[src/design/bbas_pkg.sv]
// shared constants, types and helper functions of the bitmap block allocator store
`timescale 1ns / 1ps

package bbas_pkg;

    localparam int NUM_BLOCKS      = 512;
    localparam int BLOCK_BYTES     = 32;
    localparam int MAP_FIRST_BLOCK = 0;
    localparam int MAP_BLOCK_COUNT = 2;

    localparam int WORDS_PER_BLOCK = BLOCK_BYTES / 8;
    localparam int WORD_W          = $clog2(WORDS_PER_BLOCK);
    localparam int BLK_W           = $clog2(NUM_BLOCKS);
    localparam int MEM_DEPTH       = NUM_BLOCKS * WORDS_PER_BLOCK;
    localparam int MEM_AW          = BLK_W + WORD_W;
    localparam int ROW_BITS        = (NUM_BLOCKS < 32) ? NUM_BLOCKS : 32;
    localparam int BIT_W           = $clog2(ROW_BITS);
    localparam int MAP_ROWS        = NUM_BLOCKS / ROW_BITS;
    localparam int ROW_W           = (MAP_ROWS > 1) ? $clog2(MAP_ROWS) : 1;
    localparam int CNT_W           = $clog2(NUM_BLOCKS + 1);
    localparam int MAP_INIT_USED   = (MAP_FIRST_BLOCK + MAP_BLOCK_COUNT > NUM_BLOCKS) ?
                                     (NUM_BLOCKS - MAP_FIRST_BLOCK) : MAP_BLOCK_COUNT;

    // beat field widths
    localparam int OPCODE_W  = 3;
    localparam int BLKNUM_W  = 10;
    localparam int WIDX_W    = 2;
    localparam int DATA_W    = 64;
    localparam int STATUS_W  = 2;
    localparam int GRANT_W   = 9;
    localparam int RIDX_W    = 2;
    localparam int COUNT_W   = 10;

    localparam logic [OPCODE_W-1:0] OP_ALLOC   = 3'd0;
    localparam logic [OPCODE_W-1:0] OP_REQUEST = 3'd1;
    localparam logic [OPCODE_W-1:0] OP_RELEASE = 3'd2;
    localparam logic [OPCODE_W-1:0] OP_WRITE   = 3'd3;
    localparam logic [OPCODE_W-1:0] OP_READ    = 3'd4;

    typedef enum logic [STATUS_W-1:0] {
        ST_OK      = 2'd0,
        ST_INVALID = 2'd1,
        ST_FULL    = 2'd2,
        ST_USED    = 2'd3
    } t_status;

    typedef struct packed {
        logic        req_ready;
        logic        lookup;
        logic        lookup_free;
        logic        alloc;
        logic        map_set;
        logic        map_clr;
        logic        mem_wr;
        logic        mem_rd;
        logic        word_clr;
        logic        word_inc;
        logic        rsp_load;
        t_status     rsp_status;
        logic        rsp_grant;
        logic        rsp_data;
        logic        rsp_last;
    } t_cmd;

    typedef struct packed {
        logic                req_valid;
        logic [OPCODE_W-1:0] opcode;
        logic                blk_ok;
        logic                map_bit;
        logic                map_full;
        logic                last_word;
        logic                rsp_free;
    } t_sts;

    function automatic logic [ROW_BITS-1:0] map_reset_row(input int row);
        logic [ROW_BITS-1:0] bits;
        int                  blk;
        bits = '0;
        for (int b = 0; b < ROW_BITS; b++) begin
            blk = row * ROW_BITS + b;
            bits[b] = (blk >= MAP_FIRST_BLOCK) && (blk < MAP_FIRST_BLOCK + MAP_BLOCK_COUNT);
        end
        return bits;
    endfunction

    // lowest clear bit of a map row
    function automatic logic [BIT_W-1:0] first_free_bit(input logic [ROW_BITS-1:0] bits);
        logic [BIT_W-1:0] idx;
        idx = '0;
        for (int i = ROW_BITS - 1; i >= 0; i--) begin
            if (!bits[i]) idx = BIT_W'(i);
        end
        return idx;
    endfunction

    // lowest row that is not full
    function automatic logic [ROW_W-1:0] first_free_row(input logic [MAP_ROWS-1:0] full);
        logic [ROW_W-1:0] idx;
        idx = '0;
        for (int i = MAP_ROWS - 1; i >= 0; i--) begin
            if (!full[i]) idx = ROW_W'(i);
        end
        return idx;
    endfunction

endpackage

[src/design/bbas_ctrl.sv]
// controller state machine sequencing lookup, update and read bursts
`timescale 1ns / 1ps

module bbas_ctrl (
    input  logic            i_clk,
    input  logic            i_rst_n,
    input  bbas_pkg::t_sts  i_sts,
    output bbas_pkg::t_cmd  o_cmd
);

    typedef enum logic [4:0] {
        S_IDLE     = 5'b00001,
        S_LOOKUP   = 5'b00010,
        S_EXEC     = 5'b00100,
        S_RD_ISSUE = 5'b01000,
        S_RD_EMIT  = 5'b10000
    } t_state;

    t_state r_state;
    t_state n_state;

    always_ff @(posedge i_clk) begin
        if (!i_rst_n) begin
            r_state <= S_IDLE;
        end else begin
            r_state <= n_state;
        end
    end

    always_comb begin
        n_state = r_state;
        o_cmd   = '0;
        o_cmd.rsp_status = bbas_pkg::ST_OK;
        case (r_state)
            S_IDLE: begin
                o_cmd.req_ready = 1'b1;
                if (i_sts.req_valid) n_state = S_LOOKUP;
            end
            S_LOOKUP: begin
                o_cmd.lookup      = 1'b1;
                o_cmd.lookup_free = (i_sts.opcode == bbas_pkg::OP_ALLOC);
                n_state           = S_EXEC;
            end
            S_EXEC: begin
                if (i_sts.rsp_free) begin
                    o_cmd.rsp_load = 1'b1;
                    o_cmd.rsp_last = 1'b1;
                    n_state        = S_IDLE;
                    case (i_sts.opcode)
                        bbas_pkg::OP_ALLOC: begin
                            if (i_sts.map_full) begin
                                o_cmd.rsp_status = bbas_pkg::ST_FULL;
                            end else begin
                                o_cmd.alloc     = 1'b1;
                                o_cmd.rsp_grant = 1'b1;
                            end
                        end
                        bbas_pkg::OP_REQUEST: begin
                            if (!i_sts.blk_ok) begin
                                o_cmd.rsp_status = bbas_pkg::ST_INVALID;
                            end else if (i_sts.map_bit) begin
                                o_cmd.rsp_status = bbas_pkg::ST_USED;
                            end else begin
                                o_cmd.map_set = 1'b1;
                            end
                        end
                        bbas_pkg::OP_RELEASE: begin
                            if (!i_sts.blk_ok) begin
                                o_cmd.rsp_status = bbas_pkg::ST_INVALID;
                            end else begin
                                o_cmd.map_clr = i_sts.map_bit;
                            end
                        end
                        bbas_pkg::OP_WRITE: begin
                            if (!i_sts.blk_ok) begin
                                o_cmd.rsp_status = bbas_pkg::ST_INVALID;
                            end else begin
                                o_cmd.mem_wr = 1'b1;
                            end
                        end
                        bbas_pkg::OP_READ: begin
                            if (!i_sts.blk_ok) begin
                                o_cmd.rsp_status = bbas_pkg::ST_INVALID;
                            end else begin
                                o_cmd.rsp_load = 1'b0;
                                o_cmd.rsp_last = 1'b0;
                                o_cmd.word_clr = 1'b1;
                                n_state        = S_RD_ISSUE;
                            end
                        end
                        default: begin
                            o_cmd.rsp_status = bbas_pkg::ST_INVALID;
                        end
                    endcase
                end
            end
            S_RD_ISSUE: begin
                o_cmd.mem_rd = 1'b1;
                n_state      = S_RD_EMIT;
            end
            S_RD_EMIT: begin
                if (i_sts.rsp_free) begin
                    o_cmd.rsp_load = 1'b1;
                    o_cmd.rsp_data = 1'b1;
                    o_cmd.rsp_last = i_sts.last_word;
                    o_cmd.word_inc = 1'b1;
                    n_state        = i_sts.last_word ? S_IDLE : S_RD_ISSUE;
                end
            end
            default: begin
                n_state = S_IDLE;
            end
        endcase
    end

endmodule

[config.mk]
export PLATFORM = sky130hd
export DESIGN_NAME = bbas_ctrl
export DESIGN_NICKNAME = d
export VERILOG_FILES = /design/src/design/bbas_pkg.sv /design/src/design/bbas_ctrl.sv
export SDC_FILE = /design/constraint.sdc
export NUM_CORES = 1
export LEC_CHECK = 0
export ABC_AREA = 1
export BUFFER_PORTS_ARGS = -buffer_cell sky130_fd_sc_hd__buf_2
export CAP_MARGIN = 20
export CORE_AREA = 5 5 42 44
export DETAILED_ROUTE_END_ITERATION = 8
export DIE_AREA = 0 0 47 49
export PLACE_DENSITY = 0.84
export SETUP_SLACK_MARGIN = 0.1
export SYNTH_ARGS = -nofsm -noshare
export SYNTH_HDL_FRONTEND = slang
export SYNTH_SLANG_ARGS = --single-unit
export TNS_END_PERCENT = 20
[constraint.sdc]
create_clock -name i_clk -period 1.7 [get_ports i_clk]
set_input_delay 0.34 -clock i_clk [delete_from_list [all_inputs] [get_ports i_clk]]
set_output_delay 0.34 -clock i_clk [all_outputs]
set_load 0.05 [all_outputs]
# After elaboration in Yosys (flattened, before gate mapping)
# Index checks and enable logic that the tools add are counted.
[totals] word_cells=56 out_inout_bits=16 regBits=5 in_bits=11
[op_classes] reduce_logical=3 muxes=40 eq_ne=12
[ops] op="case mux 5 bit (5 select lines)" count=1
[ops] op="2-to-1 mux 4 bit" count=6
[ops] op="2-to-1 mux 1 bit" count=20
[ops] op="2-to-1 mux 5 bit" count=3
[ops] op="2-to-1 mux 2 bit" count=6
[ops] op="equality test 3 x 2 -> 1 bit, second input constant" count=2
[ops] op="inequality test 2 bit, second input constant" count=3
[ops] op="case mux 2 bit (3 select lines)" count=1
[ops] op="equality test 5 x 1 -> 1 bit, second input constant" count=1
[ops] op="equality test 5 x 2 -> 1 bit, second input constant" count=1
[ops] op="equality test 5 x 3 -> 1 bit, second input constant" count=1
[ops] op="equality test 5 x 4 -> 1 bit, second input constant" count=1
[ops] op="equality test 5 bit, second input constant" count=1
[ops] op="case mux 1 bit (2 select lines)" count=2
[ops] op="equality test 3 x 1 -> 1 bit, second input constant" count=1
[ops] op="equality test 3 bit, second input constant" count=1
[ops] op="logical NOT 3 bit" count=1
[ops] op="2-to-1 mux 3 bit" count=1
[ops] op="AND reduction 3 bit" count=1
[ops] op="OR reduction 3 bit" count=1

# Longest topological paths before layout
[depth] ltp_word=5 ltp_mapped=9 ltp_nobuf=9

# Least setup slack after synthesis
# OpenSTA, ideal clock, no wires.
[synth_path] kind="reg2out" from="reg r_state[2]" to="out o_cmd[13] (netlist name)" path_stages_with_launch=6 n_path_buf=0 t_required_ns=1.360 arrival_time_ns=1.799 path_slack_ns=-0.439 cell_sequence="dfxtp_1 nor2_2 nand2_1 nor2_2 inv_1 nor2_1"
[synth_lines] item="start: declaration" line_no="bbas_ctrl.sv:19" rtl="t_state r_state;"
[synth_lines] item="start signal: assignment" line_no="bbas_ctrl.sv:26" rtl="r_state <= n_state;"
[synth_lines] item="end: declaration" line_no="bbas_ctrl.sv:8" rtl="output bbas_pkg::t_cmd o_cmd"

==> impl_results.md <==
* Total Neg Setup Slack at -577 ps
* Rel. slew slack at 81.9%
* Area of the mapped netlist at 562 um^2
* Later-pin clock latency in the skew report at between 200 and 250 ps
* Area of the core at 0.00140 mm^2
* Final setup fails at 10
* Kind of cell adding the most delay to the critical path: simple AND/OR/NAND/NOR gates
* Pins over their slew limit at 0
* Largest net degree at the start of global routing at 8
* Setup clock skew after layout at 1.03 ps
* Row count at 14
* Number of max-capacitance violations reported at 0
* Weighted congestion reported at the end of routability-driven placement at 0.767
* Yosys warns at 0
* Average instance area after synthesis at 6.46 um^2
* Unique masters post-synth at 20
* Share of the synthesized area in the top cell type at 17.8%
* First-pass iteration count of the detailed router at 4
* Part of the cycle the worst path needs at 106%
* Design area at 896 um^2
* CP Buf/Inv Count at 2
* Worst R2R Start: r_state[1]
* Residual DRC count at 0
* Antenna diode instance count at 0
* Number of placed I/O pins at 27
* Biggest area contributors in the synthesized netlist: sky130_fd_sc_hd__dfxtp_1 (18%), sky130_fd_sc_hd__nor2_1 (12%), sky130_fd_sc_hd__nand2_1 (11%)
* Worst reg2reg setup slack at ~540 ps
* Hold Vio Cnt, Final at 0
* Total of buffers placed on input and output ports at 26
* Routed Wire Length at around 1500 um
* Clock transition at the register clock pins on the worst setup and hold paths after CTS at 40 ps
* Global-route wire length before repair at 2630 um
* Die boundary width at 47 um
* Worst Reg-to-Reg Cells at 8
* Commonest cells after routing, fill and taps aside: sky130_fd_sc_hd__nand2_1 (17), sky130_fd_sc_hd__nor2_1 (15), sky130_fd_sc_hd__inv_1 (12), sky130_fd_sc_hd__buf_6 (12), sky130_fd_sc_hd__buf_2 (11)
* Hold slack at between 300 and 400 ps
* H-tree depth at 1
* Vias post-DR at between 600 and 700
* Area enclosed by the die boundary at 0.00230 mm^2
* Initial Utilization at 40.1%
* Number of register bits inferred by synthesis at 5
* Final cell utilization of the core at 63.9%
* Start-to-end type of the worst setup path: flop to primary output
* Result of the run: finished with violations
* Worst reg2reg endpoint: r_state[3]
* PD cells at 585 mW/mm^2
* Worst-margin pin slew at 271 ps
* CTS Sinks at 5
* Total leakage power at 0.447 nW
* Routed wire length per instance at 11.4 um
* Tot GR Track Use at 15.7%
* Critical Path Max Stage Delay at 330 ps
* Worst Path Arrival at roughly 1500 ps
* CTS Root Cell: sky130_fd_sc_hd__clkbuf_4
* Antenna violations before repair at 0
* Global route total overflow at 0
* Kind of capture point of the worst setup path: primary output
* Max FFs per register at 5
* Worst hold path stage count at 3
* Placed Area at around 740 um^2
* Leading cell type in the layout, fill and taps excluded: sky130_fd_sc_hd__nand2_1
* Final critical-path setup slack at -101 ps
* ANT nets after route at 0
* Register containing the most flip-flops in the final layout: r_state
* Critical hold path startpoint: i_rst_n
* Achievable frequency at roughly 560 MHz
* Layout net count at 130
* Cells after synthesis at between 80 and 90
* Cell type with the largest total area after synthesis: sky130_fd_sc_hd__dfxtp_1
* Fraction of layout instances using a drive strength above 1 at 52.5%
* Number of global-route vias before repair at 664
* IR Drop Worst-Case VDD at 237 uV
* CTS Buf Count at 3
* Sequential-to-total area share from yosys stat at 17.8%
* Critical path cell sequence: nor2_4 > nand4_4 > inv_4 > nand2_8 > nor3b_4 > buf_6
* CTS tree: done
* Relative area change from synthesis to final layout at 59.5%
* RSZ-0062 raised after global routing: yes
* Die Y at 49 um
* Worst Hold End: r_state[4]
* Nets in the synthesized netlist at 98
* Kind of launch point of the worst setup path: flop
* Final HPWL from detailed placement at roughly 1200 um
* Failing checks: negative setup slack
* Number of DRC markers after the initial detailed-route iteration at 8
* Type of the worst min-delay path: input port to flop
* CP max stage cell: sky130_fd_sc_hd__dfxtp_2
* Required arrival time at the worst endpoint at 1360 ps
* Minimum period implied by the final worst setup slack at 1800 ps
* Vias per cell at 4.72
* Top Registers: r_state: 5 flops
* Largest fanout on the critical path at 7
* Buffers from clock root to sink, at most at 2
## metal layers
metal	part of all wire [%]	GRT usage (%)	routed length, um	vias up
li1	-	-	-	329
met1	31	14.5	475	282
met2	62	29.6	951	22
met3	6.6	4.06	101	0
met4	0	6.91	0	0
met5	0	0	0	-
## worst min-delay path: cells and delay by family
kind | cells | cell delay (ps)
buf+inv | 2 | 150
simple gates | 1 | 90
## worst max-delay path by stage
| stage | startpoint | slack (ps) | cells past startpoint | to |
|---|---|---|---|---|
| finish | r_state[1] | -100 | 6 | o_cmd[4] |
| global route | r_state[2] | -190 | 6 | o_cmd[0] |
| CTS | r_state[1] | -120 | 6 | o_cmd[4] |
| detailed placement | i_sts[7] | -40 | 6 | o_cmd[4] |
| global placement | i_sts[7] | 90 | 6 | o_cmd[4] |
| floorplan | r_state[2] | -120 | 5 | o_cmd[13] |
## synth_stat cells
master and instances:
sky130_fd_sc_hd__nor2_1 18, sky130_fd_sc_hd__nand2_1 17, sky130_fd_sc_hd__inv_1 13, sky130_fd_sc_hd__dfxtp_1 5, sky130_fd_sc_hd__nor2_2 4, sky130_fd_sc_hd__nor3_2 4, sky130_fd_sc_hd__a21oi_1 3, sky130_fd_sc_hd__inv_2 3
sky130_fd_sc_hd__nor2_4 3, sky130_fd_sc_hd__o21ai_0 3, sky130_fd_sc_hd__buf_4 2, sky130_fd_sc_hd__nand2_4 2, sky130_fd_sc_hd__nand3_2 2, sky130_fd_sc_hd__nor4_2 2, sky130_fd_sc_hd__a21oi_2 1, sky130_fd_sc_hd__nand2_2 1
sky130_fd_sc_hd__nand3_1 1, sky130_fd_sc_hd__nand4_4 1, sky130_fd_sc_hd__nor3_1 1, sky130_fd_sc_hd__nor3b_2 1
## metrics by stage
step	setup slack, ps	total power, mW	cells
final	-101	0.524	134
after detailed placement	-36.4	0.363	128
after global routing	-189	0.565	134
after CTS	-118	0.519	134
after floorplan	-122	0.308	87
after global placement	86.1	0.357	128
## repair_timing
action,4_1_cts,5_1_grt
setup endpoints to repair,13,16
pin swaps,3,0
buffers inserted,2,0
gates cloned,0,0
hold buffers,0,0
resized for setup,30,5
## kinds of logic (layout without fill, tap and decap cells)
logic type / after synthesis / count (layout) / share of synthesized area [%]
compound gates: 7 / 7 / 6.90
buf+inv: 18 / 49 / 13.4
flops: 5 / 5 / 17.8
simple gates: 57 / 57 / 61.9
## power breakdown
part / internal (mW) / leakage, nW / switching, mW / total (mW)
clock: 0.0885 / 0.0150 / 0.0446 / 0.133
sequential: 0.133 / 0.0409 / 0.0147 / 0.148
combinational: 0.0824 / 0.391 / 0.160 / 0.242
## area by class of cell
type	count	area [um^2]
sequential	5	103
inverter	16	62.6
timing repair buffer	29	235
clock buffer	4	26.3
fill	127	505
tap	16	20.0
multi-input combinational	64	449
No activity file was read; power rests on OpenSTA's default activity.
